`config.mk`:
```
export PLATFORM = sky130hd
export DESIGN_NAME = size_ordered_request_queue_flat
export DESIGN_NICKNAME = d
export VERILOG_FILES = /design/src/rtl/core/srq_pkg.sv /design/src/rtl/core/srq_if.sv /design/src/rtl/core/srq_ram.sv /design/src/rtl/core/srq_ctrl.sv /design/src/rtl/core/srq_datapath.sv /design/src/rtl/core/size_ordered_request_queue.sv /design/src/flat_wrapper.sv
export SDC_FILE = /design/constraint.sdc
export NUM_CORES = 1
export LEC_CHECK = 0
export BUFFER_PORTS_ARGS = -buffer_cell sky130_fd_sc_hd__buf_2
export CORE_UTILIZATION = 45
export DETAILED_ROUTE_END_ITERATION = 16
export PLACE_DENSITY = 0.66
export RECOVER_POWER = 25
export SYNTH_ARGS = -nofsm -noshare
export SYNTH_HDL_FRONTEND = slang
export SYNTH_SLANG_ARGS = --single-unit
```
`constraint.sdc`:
```
create_clock -name clk_i -period 12.8 [get_ports clk_i]
set_clock_uncertainty 0.15 [all_clocks]
set_input_delay 3.84 -clock clk_i [delete_from_list [all_inputs] [get_ports clk_i]]
set_output_delay 3.84 -clock clk_i [all_outputs]
set_load 0.01 [all_outputs]
```
`src/rtl/core/srq_pkg.sv`:
```
`default_nettype none

package srq_pkg;

  localparam int unsigned QUEUE_DEPTH = 16;
  localparam int unsigned TAG_BITS    = 16;
  localparam int unsigned KEY_BITS    = 32;
  localparam int unsigned IDX_BITS    = $clog2(QUEUE_DEPTH);
  localparam int unsigned CNT_BITS    = $clog2(QUEUE_DEPTH + 1);
  localparam int unsigned ENTRY_BITS  = TAG_BITS + KEY_BITS;
  localparam int unsigned STATUS_BITS = 2;

  // In first-come mode every entry carries this key, so the ordered
  // insertion degenerates into a plain FIFO append.
  localparam logic [KEY_BITS-1:0] FCFS_KEY = KEY_BITS'(1);

  typedef enum logic [STATUS_BITS-1:0] {
    ST_PUSHED = 2'd0,
    ST_POPPED = 2'd1,
    ST_FULL   = 2'd2,
    ST_EMPTY  = 2'd3
  } status_e;

  typedef enum logic {
    ACT_PUSH = 1'b0,
    ACT_POP  = 1'b1
  } action_e;

  // Source of the queue-relative read offset.
  typedef enum logic [1:0] {
    RD_HEAD = 2'd0,
    RD_TAIL = 2'd1,
    RD_WALK = 2'd2
  } rd_src_e;

  typedef struct packed {
    logic    in_ready;
    logic    start_walk;
    logic    rd_en;
    rd_src_e rd_src;
    logic    shift;
    logic    write_new;
    logic    pop_done;
    logic    load_result;
    status_e res_status;
  } ctrl_cmd_t;

  typedef struct packed {
    logic    accepted;
    action_e action;
    logic    full;
    logic    empty;
    logic    larger;
    logic    pos_one;
    logic    out_free;
  } dp_status_t;

  // Physical slot of a queue position in the circular buffer.
  function automatic logic [IDX_BITS-1:0] phys_idx(input logic [IDX_BITS-1:0] head,
                                                   input logic [IDX_BITS-1:0] off);
    logic [IDX_BITS:0] sum;
    sum = {1'b0, head} + {1'b0, off};
    if (sum >= (IDX_BITS + 1)'(QUEUE_DEPTH)) begin
      sum = sum - (IDX_BITS + 1)'(QUEUE_DEPTH);
    end
    return sum[IDX_BITS-1:0];
  endfunction

endpackage

`default_nettype wire

```
`src/rtl/core/srq_if.sv`:
```
`default_nettype none

interface srq_req_if;
  logic                          valid;
  logic                          ready;
  logic                          action;
  logic [srq_pkg::TAG_BITS-1:0]  request_tag;
  logic [srq_pkg::KEY_BITS-1:0]  file_bytes;

  modport source (output valid, action, request_tag, file_bytes, input ready);
  modport sink   (input valid, action, request_tag, file_bytes, output ready);
endinterface

interface srq_rsp_if;
  logic                          valid;
  logic                          ready;
  logic [srq_pkg::STATUS_BITS-1:0] status;
  logic [srq_pkg::TAG_BITS-1:0]  popped_tag;
  logic [srq_pkg::KEY_BITS-1:0]  popped_key;
  logic [srq_pkg::CNT_BITS-1:0]  occupancy;

  modport source (output valid, status, popped_tag, popped_key, occupancy, input ready);
  modport sink   (input valid, status, popped_tag, popped_key, occupancy, output ready);
endinterface

`default_nettype wire

```
`src/rtl/core/srq_ram.sv`:
```
`default_nettype none

module srq_ram #(
  parameter int unsigned WIDTH = 8,
  parameter int unsigned DEPTH = 16
) (
  input  logic                     clk_i,
  input  logic                     we_i,
  input  logic [$clog2(DEPTH)-1:0] waddr_i,
  input  logic [WIDTH-1:0]         wdata_i,
  input  logic                     re_i,
  input  logic [$clog2(DEPTH)-1:0] raddr_i,
  output logic [WIDTH-1:0]         rdata_o
);

  logic [WIDTH-1:0] mem_q [DEPTH];
  logic [WIDTH-1:0] rdata_q;

  always_ff @(posedge clk_i) begin
    if (we_i) begin
      mem_q[waddr_i] <= wdata_i;
    end
    if (re_i) begin
      rdata_q <= mem_q[raddr_i];
    end
  end

  assign rdata_o = rdata_q;

endmodule

`default_nettype wire

```
`src/rtl/core/srq_ctrl.sv`:
```
`default_nettype none

module srq_ctrl (
  input  logic                clk_i,
  input  logic                rst_ni,
  input  srq_pkg::dp_status_t status_i,
  output srq_pkg::ctrl_cmd_t  cmd_o
);

  typedef enum logic [5:0] {
    S_IDLE   = 6'b000001,
    S_DECIDE = 6'b000010,
    S_WALK   = 6'b000100,
    S_PLACE  = 6'b001000,
    S_POPRD  = 6'b010000,
    S_FINISH = 6'b100000
  } state_e;

  state_e            state_q, state_d;
  srq_pkg::status_e  res_q, res_d;

  always_comb begin
    state_d = state_q;
    res_d   = res_q;
    cmd_o   = '0;
    cmd_o.res_status = res_q;
    unique case (state_q)
      S_IDLE: begin
        cmd_o.in_ready = 1'b1;
        if (status_i.accepted) begin
          state_d = S_DECIDE;
        end
      end
      S_DECIDE: begin
        if (status_i.action == srq_pkg::ACT_PUSH) begin
          if (status_i.full) begin
            res_d   = srq_pkg::ST_FULL;
            state_d = S_FINISH;
          end else if (status_i.empty) begin
            cmd_o.start_walk = 1'b1;
            state_d          = S_PLACE;
          end else begin
            cmd_o.start_walk = 1'b1;
            cmd_o.rd_en      = 1'b1;
            cmd_o.rd_src     = srq_pkg::RD_TAIL;
            state_d          = S_WALK;
          end
        end else begin
          if (status_i.empty) begin
            res_d   = srq_pkg::ST_EMPTY;
            state_d = S_FINISH;
          end else begin
            cmd_o.rd_en  = 1'b1;
            cmd_o.rd_src = srq_pkg::RD_HEAD;
            state_d      = S_POPRD;
          end
        end
      end
      S_WALK: begin
        // The entry read last cycle is compared with the new key.
        if (status_i.larger) begin
          cmd_o.shift = 1'b1;
          if (status_i.pos_one) begin
            state_d = S_PLACE;
          end else begin
            cmd_o.rd_en  = 1'b1;
            cmd_o.rd_src = srq_pkg::RD_WALK;
          end
        end else begin
          state_d = S_PLACE;
        end
      end
      S_PLACE: begin
        cmd_o.write_new = 1'b1;
        res_d           = srq_pkg::ST_PUSHED;
        state_d         = S_FINISH;
      end
      S_POPRD: begin
        cmd_o.pop_done = 1'b1;
        res_d          = srq_pkg::ST_POPPED;
        state_d        = S_FINISH;
      end
      S_FINISH: begin
        if (status_i.out_free) begin
          cmd_o.load_result = 1'b1;
          state_d           = S_IDLE;
        end
      end
      default: begin
        state_d = S_IDLE;
      end
    endcase
  end

  always_ff @(posedge clk_i or negedge rst_ni) begin
    if (!rst_ni) begin
      state_q <= S_IDLE;
      res_q   <= srq_pkg::ST_PUSHED;
    end else begin
      state_q <= state_d;
      res_q   <= res_d;
    end
  end

endmodule

`default_nettype wire

```
`src/rtl/core/srq_datapath.sv`:
```
`default_nettype none

module srq_datapath (
  input  logic               clk_i,
  input  logic               rst_ni,
  input  logic               cfg_we_i,
  input  logic               cfg_wdata_i,
  input  srq_pkg::ctrl_cmd_t cmd_i,
  output srq_pkg::dp_status_t status_o,
  srq_req_if.sink            req,
  srq_rsp_if.source          rsp
);

  localparam int unsigned IW = srq_pkg::IDX_BITS;
  localparam int unsigned CW = srq_pkg::CNT_BITS;
  localparam int unsigned TW = srq_pkg::TAG_BITS;
  localparam int unsigned KW = srq_pkg::KEY_BITS;
  localparam int unsigned EW = srq_pkg::ENTRY_BITS;

  logic                        mode_q;
  srq_pkg::action_e            action_q;
  logic [TW-1:0]               new_tag_q;
  logic [KW-1:0]               new_key_q;
  logic [IW-1:0]               head_q;
  logic [CW-1:0]               count_q;
  logic [IW-1:0]               pos_q;
  logic [TW-1:0]               pop_tag_q;
  logic [KW-1:0]               pop_key_q;

  logic                        out_valid_q;
  srq_pkg::status_e            out_status_q;
  logic [TW-1:0]               out_tag_q;
  logic [KW-1:0]               out_key_q;
  logic [CW-1:0]               out_occ_q;

  logic                        accepted;
  logic [IW-1:0]               rd_off;
  logic [IW-1:0]               raddr;
  logic [IW-1:0]               waddr;
  logic                        we;
  logic [EW-1:0]               wdata;
  logic [EW-1:0]               rdata;
  logic [IW-1:0]               head_next;

  assign req.ready = cmd_i.in_ready;
  assign accepted  = req.valid & cmd_i.in_ready;

  always_comb begin
    unique case (cmd_i.rd_src)
      srq_pkg::RD_HEAD: rd_off = '0;
      srq_pkg::RD_TAIL: rd_off = count_q[IW-1:0] - IW'(1);
      srq_pkg::RD_WALK: rd_off = pos_q - IW'(1) - IW'(1);
      default:          rd_off = '0;
    endcase
  end

  assign raddr     = srq_pkg::phys_idx(head_q, rd_off);
  assign waddr     = srq_pkg::phys_idx(head_q, pos_q);
  assign we        = cmd_i.shift | cmd_i.write_new;
  assign wdata     = cmd_i.shift ? rdata : {new_tag_q, new_key_q};
  assign head_next = srq_pkg::phys_idx(head_q, IW'(1));

  srq_ram #(
    .WIDTH (EW),
    .DEPTH (srq_pkg::QUEUE_DEPTH)
  ) u_ram (
    .clk_i   (clk_i),
    .we_i    (we),
    .waddr_i (waddr),
    .wdata_i (wdata),
    .re_i    (cmd_i.rd_en),
    .raddr_i (raddr),
    .rdata_o (rdata)
  );

  always_comb begin
    status_o.accepted = accepted;
    status_o.action   = action_q;
    status_o.full     = (count_q == CW'(srq_pkg::QUEUE_DEPTH));
    status_o.empty    = (count_q == '0);
    status_o.larger   = (rdata[KW-1:0] > new_key_q);
    status_o.pos_one  = (pos_q == IW'(1));
    status_o.out_free = ~out_valid_q | rsp.ready;
  end

  always_ff @(posedge clk_i or negedge rst_ni) begin
    if (!rst_ni) begin
      mode_q      <= 1'b0;
      head_q      <= '0;
      count_q     <= '0;
      out_valid_q <= 1'b0;
    end else begin
      if (cfg_we_i) begin
        mode_q <= cfg_wdata_i;
      end
      if (cmd_i.write_new) begin
        count_q <= count_q + CW'(1);
      end else if (cmd_i.pop_done) begin
        count_q <= count_q - CW'(1);
        head_q  <= head_next;
      end
      if (cmd_i.load_result) begin
        out_valid_q <= 1'b1;
      end else if (rsp.ready) begin
        out_valid_q <= 1'b0;
      end
    end
  end

  always_ff @(posedge clk_i) begin
    if (accepted) begin
      action_q  <= srq_pkg::action_e'(req.action);
      new_tag_q <= req.request_tag;
      new_key_q <= mode_q ? req.file_bytes : srq_pkg::FCFS_KEY;
    end
    if (cmd_i.start_walk) begin
      pos_q <= count_q[IW-1:0];
    end else if (cmd_i.shift) begin
      pos_q <= pos_q - IW'(1);
    end
    if (cmd_i.pop_done) begin
      pop_tag_q <= rdata[EW-1:KW];
      pop_key_q <= rdata[KW-1:0];
    end
    if (cmd_i.load_result) begin
      out_status_q <= cmd_i.res_status;
      out_occ_q    <= count_q;
      if (cmd_i.res_status == srq_pkg::ST_POPPED) begin
        out_tag_q <= pop_tag_q;
        out_key_q <= pop_key_q;
      end else begin
        out_tag_q <= '0;
        out_key_q <= '0;
      end
    end
  end

  assign rsp.valid      = out_valid_q;
  assign rsp.status     = out_status_q;
  assign rsp.popped_tag = out_tag_q;
  assign rsp.popped_key = out_key_q;
  assign rsp.occupancy  = out_occ_q;

  a_count_bound : assert property (@(posedge clk_i) disable iff (!rst_ni)
    count_q <= CW'(srq_pkg::QUEUE_DEPTH))
    else $error("entry count exceeds queue depth");

  a_no_write_full : assert property (@(posedge clk_i) disable iff (!rst_ni)
    cmd_i.write_new |-> count_q != CW'(srq_pkg::QUEUE_DEPTH))
    else $error("new entry written into a full queue");

  a_no_pop_empty : assert property (@(posedge clk_i) disable iff (!rst_ni)
    cmd_i.pop_done |-> count_q != '0)
    else $error("head removed from an empty queue");

  a_shift_pos : assert property (@(posedge clk_i) disable iff (!rst_ni)
    cmd_i.shift |-> pos_q != '0)
    else $error("entry shifted past the head");

endmodule

`default_nettype wire

```
`src/rtl/core/size_ordered_request_queue.sv`:
```
// A push compares n entries (0 to QUEUE_DEPTH - 1) on the walk back from the
// tail, one entry per cycle on the RAM port. One item is in flight at a time;
// the next request is taken the cycle after the result is loaded into the
// output register.
// Reset (rst_ni low, asynchronous) empties the queue and selects first-come mode.
`default_nettype none

// Top level of the size-ordered request queue.
//
// Entries live in a circular buffer held in a single-port-read RAM. The
// head pointer makes a pop a single read. A push starts at the tail and
// walks toward the head: every cycle it compares the entry read in the
// previous cycle with the new key, and when that entry is larger it is
// moved one slot back while the next one is read. When a key that is
// not larger is found, or the head is reached, the new entry is written
// into the freed slot. Equal keys therefore stay in arrival order.
//
// The controller sequences the walk and the response; the datapath holds
// the pointers, the count, the item under work and the output register.
// The output register lets a finished result wait for its transfer while
// the controller returns to idle.
module size_ordered_request_queue (
  input  logic       clk_i,
  input  logic       rst_ni,
  input  logic       cfg_we_i,
  input  logic       cfg_wdata_i,
  srq_req_if.sink    req_i,
  srq_rsp_if.source  rsp_o
);

  srq_pkg::ctrl_cmd_t  cmd;
  srq_pkg::dp_status_t status;

  srq_ctrl u_ctrl (
    .clk_i    (clk_i),
    .rst_ni   (rst_ni),
    .status_i (status),
    .cmd_o    (cmd)
  );

  srq_datapath u_datapath (
    .clk_i       (clk_i),
    .rst_ni      (rst_ni),
    .cfg_we_i    (cfg_we_i),
    .cfg_wdata_i (cfg_wdata_i),
    .cmd_i       (cmd),
    .status_o    (status),
    .req         (req_i),
    .rsp         (rsp_o)
  );

endmodule

`default_nettype wire
```
`src/flat_wrapper.sv`:
```
// flat-port wrapper written by rule: the top's interface ports become plain ports
module size_ordered_request_queue_flat 
  (clk_i, rst_ni, cfg_we_i, cfg_wdata_i, req_i_valid, req_i_action, req_i_request_tag, req_i_file_bytes, req_i_ready, rsp_o_valid, rsp_o_status, rsp_o_popped_tag, rsp_o_popped_key, rsp_o_occupancy, rsp_o_ready);
  srq_req_if req_i_i ();
  srq_rsp_if rsp_o_i ();
  input  logic clk_i;
  input  logic rst_ni;
  input  logic cfg_we_i;
  input  logic cfg_wdata_i;
  input wire logic [$bits(req_i_i.valid)-1:0] req_i_valid;
  input wire logic [$bits(req_i_i.action)-1:0] req_i_action;
  input wire logic [$bits(req_i_i.request_tag)-1:0] req_i_request_tag;
  input wire logic [$bits(req_i_i.file_bytes)-1:0] req_i_file_bytes;
  output wire logic [$bits(req_i_i.ready)-1:0] req_i_ready;
  output wire logic [$bits(rsp_o_i.valid)-1:0] rsp_o_valid;
  output wire logic [$bits(rsp_o_i.status)-1:0] rsp_o_status;
  output wire logic [$bits(rsp_o_i.popped_tag)-1:0] rsp_o_popped_tag;
  output wire logic [$bits(rsp_o_i.popped_key)-1:0] rsp_o_popped_key;
  output wire logic [$bits(rsp_o_i.occupancy)-1:0] rsp_o_occupancy;
  input wire logic [$bits(rsp_o_i.ready)-1:0] rsp_o_ready;
  assign req_i_i.valid = req_i_valid;
  assign req_i_i.action = req_i_action;
  assign req_i_i.request_tag = req_i_request_tag;
  assign req_i_i.file_bytes = req_i_file_bytes;
  assign req_i_ready = req_i_i.ready;
  assign rsp_o_valid = rsp_o_i.valid;
  assign rsp_o_status = rsp_o_i.status;
  assign rsp_o_popped_tag = rsp_o_i.popped_tag;
  assign rsp_o_popped_key = rsp_o_i.popped_key;
  assign rsp_o_occupancy = rsp_o_i.occupancy;
  assign rsp_o_i.ready = rsp_o_ready;
  size_ordered_request_queue u_core (.clk_i(clk_i), .rst_ni(rst_ni), .cfg_we_i(cfg_we_i), .cfg_wdata_i(cfg_wdata_i), .req_i(req_i_i), .rsp_o(rsp_o_i));
endmodule
```
==> results.sh <==
export IMPL_vias_per_cell=5.66
export IMPL_routabilityCongestion=0.737
export IMPL_hpwl_mm=41.9
export IMPL_worstHoldStart="u_core.u_datapath.u_ram.rdata_o[43]$_DFFE_PP_"
export IMPL_rr_endpoint="u_core.u_datapath.u_ram.mem_q[2][27]$_DFFE_PP_"
export IMPL_initial_core_util=0.455
export IMPL_worst_pin_slew_ns=2.73
export IMPL_antenna_found_initial=3
export IMPL_p_clk_frac=0.361
export IMPL_synthTopCellsByCount="972 x edfxtp_1, 192 x mux4_2, 148 x mux2i_1, 81 x and2_1, 49 x mux2_1"
export IMPL_syn_num_nets=1911
export IMPL_use_met2=0.326
export IMPL_clk_pin_slew_ns=0.06
export IMPL_clk_latency_ns=0.66
export IMPL_ys_top_cells_by_area="edfxtp_1 75%, mux4_2 11%, mux2i_1 3.8%, ha_1 1.5%, mux2_1 1.4%"
export IMPL_overflow=0
export IMPL_synth_distinct_cells=51
export IMPL_violations="capacitance limit, slew limit"
export IMPL_area_delta_synth_final_pct=13.8
export IMPL_drc=0
export IMPL_synthArstFlopShare=0.0192
export IMPL_grt_max_degree=167
export IMPL_die_x_um=296
export IMPL_power_total_mw=8.25
export IMPL_wl_mm=84.3
export IMPL_track_usage=0.197
export IMPL_hold_path_class="flop to flop"
export IMPL_holdPathEnd="u_core.u_datapath.pop_tag_q[11]$_DFFE_PP_"
export IMPL_ys_seq_area_frac=0.765
export IMPL_max_freq_ghz=0.123
export IMPL_ff2ff_path_depth=9
export IMPL_path_class="flop to flop"
export IMPL_fin_util=0.518
export IMPL_yosys_warnings=0
export IMPL_grt_pass1_vias=18800
export IMPL_maxCapViolations=9
export IMPL_dieArea_mm2=0.0874
export IMPL_reg2reg_slack_ns=4.67
export IMPL_leakage_nw=15.1
export IMPL_synth_top_cell_area_share=0.753
export IMPL_final_max_slew_viol_count=212
export IMPL_n_antenna_cell=0
export IMPL_layout_min_cycle_time_ns=8.13
export IMPL_critPathLaunchType="flop"
export IMPL_clock_sinks=991
export IMPL_grt_use_met3=0.0295
export IMPL_synth_edff_count=972
export IMPL_cts_setup_buffers=0
export IMPL_num_vias=18100
export IMPL_cts_resized=0
export IMPL_netSwitchingFraction=0.247
export IMPL_p_int_mw=6.22
export IMPL_syn_area_per_cell_um2=21.4
export IMPL_design_area_mm2=0.0441
export IMPL_cts_buffers=97
export IMPL_synth_most_common_cell="edfxtp_1"
export IMPL_synth_cells=1808
export IMPL_final_hold_viol_count=0
export IMPL_synth_largest_area_cell="edfxtp_1"
export IMPL_r2r_start="u_core.u_datapath.u_ram.rdata_o[31]$_DFFE_PP_"
export IMPL_nets=2080
export IMPL_p_comb_frac=0.157
export IMPL_crit_arrival_ns=8.24
export IMPL_rsz0062_at_grt="no"
export IMPL_powerDensity_mw_per_mm2=187
export IMPL_path_max_fanout=40
export IMPL_grt_busiest_layer="met2"
export IMPL_endpoint_kind="flop"
export IMPL_ant_nets=0
export IMPL_post_route_period_util=0.635
export IMPL_grt_pass1_wl_mm=125
export IMPL_use_met1=0.273
export IMPL_io_buffers=111
export IMPL_slew_headroom=-0.819
export IMPL_ys_seq_elements=991
export IMPL_required_ns=12.91
export IMPL_hold_buffers=0
export IMPL_placed_cell_area_mm2=0.0409
export IMPL_hold_depth=0
export IMPL_tns_ns=0
export IMPL_vdd_ir_drop_max_v=0.000130
export IMPL_cts_max_path_buffers=3
export IMPL_fp_row_count=107
export IMPL_seqPwrFrac=0.482
export IMPL_htree_levels=3
export IMPL_drive_above_1_share=0.240
export IMPL_p_switching_mw=2.04
export IMPL_routedWlPerCell_um=26.3
export IMPL_first_pass_iters=8
export IMPL_syn_area_mm2=0.0388
export IMPL_finalSetupViolCount=0
export IMPL_die_y_um=296
export IMPL_ys_flop_type="edfxtp_1"
export IMPL_drtIter0Drc=1509
export IMPL_status="complete, but fails checks"
export IMPL_cts_tree="done"
export IMPL_core_mm2=0.0853
export IMPL_ios=112
export IMPL_cts_root_buf="clkbuf_16"
power by group through the flow:
stage | Clock [mW] | Combinational, mW | Sequential (mW)
floorplan | 0 | 0.981 | 4.01
global placement | 0 | 1.29 | 4.05
detailed placement | 0 | 1.33 | 4.05
CTS | 3.03 | 1.33 | 3.98
global route | 3.14 | 1.43 | 3.99
finish | 2.98 | 1.30 | 3.98
kinds of logic after synthesis:
family,after synthesis,synth area share
AO/OA/AOI/OAI,70,0.0121
XOR/XNOR,21,0.00474
adder cells (fa/ha/maj),48,0.0161
buffers and inverters,121,0.0130
flip-flops,991,0.765
multiplexers,393,0.165
AND/OR/NAND/NOR,164,0.0240
layout make-up:
class                      instances  area [um^2]
timing repair buffer             149          840
multi-input combinational        696         8710
sequential                       991        29700
inverter                          42          158
fill                            6590        41100
clock buffer                     117         2540
clock inverter                    63          785
tap                             1144         1430
metal layers:
layer | up-vias | wire length, um
met2 | 601 | 41400
met3 | 123 | 5380
met1 | 9657 | 35600
met4 | 2 | 1940
li1 | 7742 | -
met5 | - | 13
flip-flops by register name, summed over array words and instances, names as in the netlist:
name,count
u_core.u_datapath.u_ram.mem_q,768
u_core.u_datapath.action_q,1
u_core.u_datapath.rsp.valid,1
u_core.u_datapath.new_tag_q,16
u_core.u_ctrl.state_q,6
u_core.u_datapath.new_key_q,32
u_core.u_datapath.rsp.occupancy,5
u_core.u_datapath.mode_q,1
u_core.u_datapath.rsp.popped_tag,16
u_core.u_datapath.count_q,5
u_core.u_datapath.pos_q,4
u_core.u_datapath.pop_key_q,32
u_core.u_datapath.pop_tag_q,16
u_core.u_datapath.rsp.status,2
u_core.u_datapath.head_q,4
u_core.u_ctrl.res_q,2
u_core.u_datapath.rsp.popped_key,32
u_core.u_datapath.u_ram.rdata_o,48
cell usage in the layout (no fill, tap or decap), drive strengths merged, types with 26 or more instances in the layout:
cell type and instances:
ha 45, edfxtp 972, inv 45, mux2 53
clkbuf 128, and2 81, mux4 192, buf 138
clkinv 37, mux2i 148, nand2 26
worst max-delay path: stages, from the launching register on:
cell and delay (ns):
edfxtp_1 0.47, ha_1 0.35, nand4_1 0.22, nor4_1 1.24
a22oi_1 0.29, a31oi_1 0.60, a41oi_1 0.24, clkbuf_1 1.14
a211oi_1 2.06, buf_4 0.92
worst max-delay path by stage:
stage          depth (start not counted)                                              to                                          start  slack, ns
2_1_floorplan                          8   u_core.u_datapath.u_ram.mem_q[0][0]$_DFFE_PP_  u_core.u_datapath.u_ram.rdata_o[31]$_DFFE_PP_       2.53
3_3_place_gp                          17   u_core.u_datapath.u_ram.rdata_o[25]$_DFFE_PP_  u_core.u_datapath.u_ram.rdata_o[31]$_DFFE_PP_       5.33
3_5_place_dp                          17   u_core.u_datapath.u_ram.rdata_o[21]$_DFFE_PP_  u_core.u_datapath.u_ram.rdata_o[31]$_DFFE_PP_       5.36
4_1_cts                               17   u_core.u_datapath.u_ram.rdata_o[21]$_DFFE_PP_  u_core.u_datapath.u_ram.rdata_o[31]$_DFFE_PP_       5.31
5_1_grt                                9  u_core.u_datapath.u_ram.mem_q[2][29]$_DFFE_PP_  u_core.u_datapath.u_ram.rdata_o[31]$_DFFE_PP_       4.33
6_report                               9  u_core.u_datapath.u_ram.mem_q[2][27]$_DFFE_PP_  u_core.u_datapath.u_ram.rdata_o[31]$_DFFE_PP_       4.67
stage by stage:
| stage | hold slack, ns | worst slack [ns] | instances |
|---|---|---|---|
| CTS | 0.303 | 5.31 | 3202 |
| global placement | 0.287 | 5.33 | 3022 |
| detailed placement | 0.284 | 5.36 | 3022 |
| global route | 0.321 | 4.33 | 3202 |
| floorplan | 0.269 | 2.53 | 1808 |
| finish | 0.299 | 4.67 | 3202 |
Note: power is estimated with default switching activity, not from simulation.
